--- src/design/ptw_pkg.sv ---
// Package for the four-level page table engine.
// Holds operation, status and register index codes plus shared types.
// No dependencies.
package ptw_pkg;

	localparam int TABLE_FRAMES_DEF = 16;
	localparam int WORDS_PER_FRAME  = 512;
	localparam int PFN_W            = 40;

	// operations
	localparam logic [1:0] OP_TRANSLATE = 2'd0;
	localparam logic [1:0] OP_MAP       = 2'd1;
	localparam logic [1:0] OP_UNMAP     = 2'd2;
	localparam logic [1:0] OP_WRITE     = 2'd3;

	// result status
	localparam logic [2:0] ST_OK       = 3'd0;
	localparam logic [2:0] ST_UNMAPPED = 3'd1;
	localparam logic [2:0] ST_HUGE     = 3'd2;
	localparam logic [2:0] ST_MAPPED   = 3'd3;
	localparam logic [2:0] ST_NOFRAME  = 3'd4;
	localparam logic [2:0] ST_OUTSIDE  = 3'd5;

	// configuration register indexes
	localparam logic [1:0] REG_STORE_BASE = 2'd0;
	localparam logic [1:0] REG_ROOT       = 2'd1;
	localparam logic [1:0] REG_FIRST_FREE = 2'd2;

	// result of the shared frame range check
	typedef struct packed {
		logic             ok;
		logic [PFN_W-1:0] rel;
	} frm_chk_t;

endpackage

--- src/design/ptw_frame_unit.sv ---
// Shared frame check: subtract the store base from a pointer frame number
// and compare against the store size. Uses ptw_pkg.
module ptw_frame_unit
	import ptw_pkg::*;
#(
	parameter int TABLE_FRAMES = TABLE_FRAMES_DEF
) (
	input  logic [PFN_W-1:0] pfn,
	input  logic [PFN_W-1:0] base,
	output frm_chk_t         chk
);
	logic [PFN_W:0] diff;

	assign diff    = {1'b0, pfn} - {1'b0, base};
	assign chk.rel = diff[PFN_W-1:0];
	assign chk.ok  = !diff[PFN_W] && (diff[PFN_W-1:0] < PFN_W'(TABLE_FRAMES));
endmodule

--- config.mk ---
export PLATFORM = sky130hd
export DESIGN_NAME = ptw_frame_unit
export DESIGN_NICKNAME = d
export VERILOG_FILES = /design/src/design/ptw_pkg.sv /design/src/design/ptw_frame_unit.sv
export SDC_FILE = /design/constraint.sdc
export NUM_CORES = 1
export LEC_CHECK = 0
export BUFFER_PORTS_ARGS = -buffer_cell sky130_fd_sc_hd__buf_2
export CORE_MARGIN = 4
export CORE_UTILIZATION = 52
export DETAILED_ROUTE_END_ITERATION = 12
export GPL_TIMING_DRIVEN = 0
export PLACE_DENSITY = 0.85
export SLEW_MARGIN = 20
export SYNTH_ARGS = -nofsm -noshare
export SYNTH_HDL_FRONTEND = slang
export SYNTH_SLANG_ARGS = --single-unit
export TNS_END_PERCENT = 20
--- constraint.sdc ---
create_clock -name vclk -period 3.6
set_clock_uncertainty 0.05 [all_clocks]
set_input_delay 0.36 -clock vclk [all_inputs]
set_output_delay 0.36 -clock vclk [all_outputs]
set_load 0.02 [all_outputs]
==> flow_summary.yaml <==
status:
  status: "complete, but fails checks"
  violations: "negative setup slack"
synthesis:
  synth_fp_nets: 594
  synth_area_leaders: "ha_1 17%, a21oi_1 8.6%, inv_1 6.2%"
  avgSynthCellArea_um2: 6.391
  ys_warn_count: 0
  yosysTopAreaCellShare_pct: 16.56
  synth_top_area_cell: "ha_1"
  synth_area_mm2: 0.003023
  ys_seq_area_share_pct: 0
  syn_inst: 473
  ys_types: 69
floorplan:
  dieArea_mm2: 0.007097
  die_y_um: 84.25
  rows: 27
  die_w_um: 84.25
  io-pin-count: 121
  start_util_pct: 54.23
  core-area_mm2: 0.005574
hold_path:
  hp-class: "in -> out"
sta:
  finalCriticalPeriod_ns: 3.868
  final_hold_viol_count: 0
  relSlewSlack_pct: 56.40
  fin_ws_ns: -0.2684
  slew_violations: 0
  worstMarginPinSlew_ns: 0.6497
  post-route-period-util_pct: 107.5
  max_freq_ghz: 0.2585
  rsz0062_at_grt: "true"
  setup_viol: 2
global_routing:
  gr-total-overflow: 0
  met3_usage_pct: 2.355
  top_usage_layer: "met2"
  grt_pass1_vias: 3762
  met1_usage_pct: 36.08
  grtUsageTotal_pct: 27.72
  antenna_found_initial: 0
  grt_max_degree: 11
  grt_use_met2_pct: 50.00
  grt_pass1_wl_um: 17120
worst_setup_path:
  crit_top_cell: "a21o_1"
  criticalPathCategory: "in -> out"
  end_kind: "output port"
  critPathMaxFanout: 4
  cp_cell_sequence: "buf_6, inv_4, ha_4, inv_2, fa_2, a21o_1, a41oi_4, buf_12, a2111oi_4, a211o_1, a21o_1, mux2_4, a311oi_2, nand4b_1, nor4_4, buf_4"
  worstPathArrival_ns: 3.46
  cp_slowest_stage_delay_ns: 0.34
  cp.required_ns: 3.19
  worst_setup_path_start_kind: "primary input"
  cp_slowest_cell: "fa_2"
placement:
  port_buffers: 121
  dp_hpwl_um: 8709
  routabilityCongestion: 0.9569
  post-place-ws_ns: -0.5826
  dp.cells: 666
drt:
  dr_total_vias: 4076
  drc_errors: 0
  wirelength_um: 10720
  avgRoutedWirePerCell_um: 16.17
  via_per_inst: 6.148
  dr.pass1.iters: 4
  ant_nets: 0
  first_iter_violations: 200
power_and_ir_drop:
  peakVddDrop_mv: 0.1870
  p_per_area_mw_per_mm2: 235.4
  p_total_uw: 927.6
  leakagePower_uw: 0.001918
cells_and_area:
  seq_cell_count: 0
  final_cell_mix: "122 x buf_2, 48 x inv_1, 47 x a21oi_1"
  register_area_um2: 0
  antennaDiodeCount: 0
  final_layout_size_suffix_gt1_share_pct: 29.95
  area_growth_pct: 30.38
  final-instance-count-excl-fill: 663
  clock_buffers: 0
  nNetsFinal: 714
  final_common_cell: "buf_2"
job:
  cap_violations: 0
## path summary, 6_finish.rpt
check | cells past startpoint | start | end
worst max-delay path | 16 | pfn[0] | chk[40]
worst min-delay path | 4 | base[0] | chk[0]
## synth_stat cells (all sizes together), types with 5 or more instances
cell	n
nand3	10
clkbuf	19
a211oi	5
a31oi	10
nor4	6
nand4	11
nand2	46
ha	40
a21o	12
o21ai	24
inv	51
o211ai	6
o21bai	5
a21oi	54
nor2	36
and2	7
xnor2	16
and3	6
nor3	14
nor2b	5
xor2	11
or2	5
## layer usage
metal / part of all wire (%) / vias up / wire length [µm]
li1: - / 1978 / -
met1: 42 / 1878 / 4458
met5: 0 / - / 0
met3: 8.3 / 20 / 893
met2: 49 / 200 / 5207
met4: 1.5 / 0 / 165
## through the flow
stage	util (%)	TNS [ns]	cell area, µm²	hold slack (ns)
2_1_floorplan	-	0	3039	0.8515
3_3_place_gp	67.00	-0.8021	3735	1.027
3_5_place_dp	67.00	-0.8562	3735	1.037
4_1_cts	69.65	-0.4372	3882	1.060
5_1_grt	70.71	-0.5419	3941	1.080
6_report	70.71	-0.3128	3941	1.053
## where the power goes
| part | total [µW] | switching [µW] | leakage [µW] | internal (µW) |
|---|---|---|---|---|
| clock | 0 | 0 | 0 | 0 |
| sequential | 0 | 0 | 0 | 0 |
| combinational | 928 | 582 | 0.00192 | 345 |
## final cells by class
| type | count | area (µm²) |
|---|---|---|
| multi-input cells | 399 | 2928 |
| well taps | 72 | 90.09 |
| repair buffers | 126 | 666.9 |
| plain buffers | 15 | 62.56 |
| fillers | 505 | 1633 |
| inverters | 51 | 193.9 |
## logic make-up (layout without fill, tap and decap cells)
group                      Yosys count  in the layout  synth area share [%]
and+or+nand+nor                    166            166                 28.19
adders and majority gates           41             41                 17.22
xor gates and xnor gates            27             27                 7.823
buffers and inverters               74            192                 9.313
muxes                                5              5                 1.780
AOI/OAI and AO/OA                  160            160                 35.68
## worst max-delay path: cells and delay by family
family	cells	cell delay [ns]
buf+inv	5	0.50
fa+ha+maj	2	0.47
simple gates	2	0.46
compound gates	6	1.33
mux	1	0.32
## what timing repair did
| item | CTS | global route |
|---|---|---|
| buffers inserted | 3 | 2 |
| pin swaps | 14 | 11 |
| hold buffers | 0 | 0 |
| gates resized for setup | 26 | 16 |
| endpoints found under the setup margin | 2 | 4 |
No activity file was read; power rests on OpenSTA's default activity.
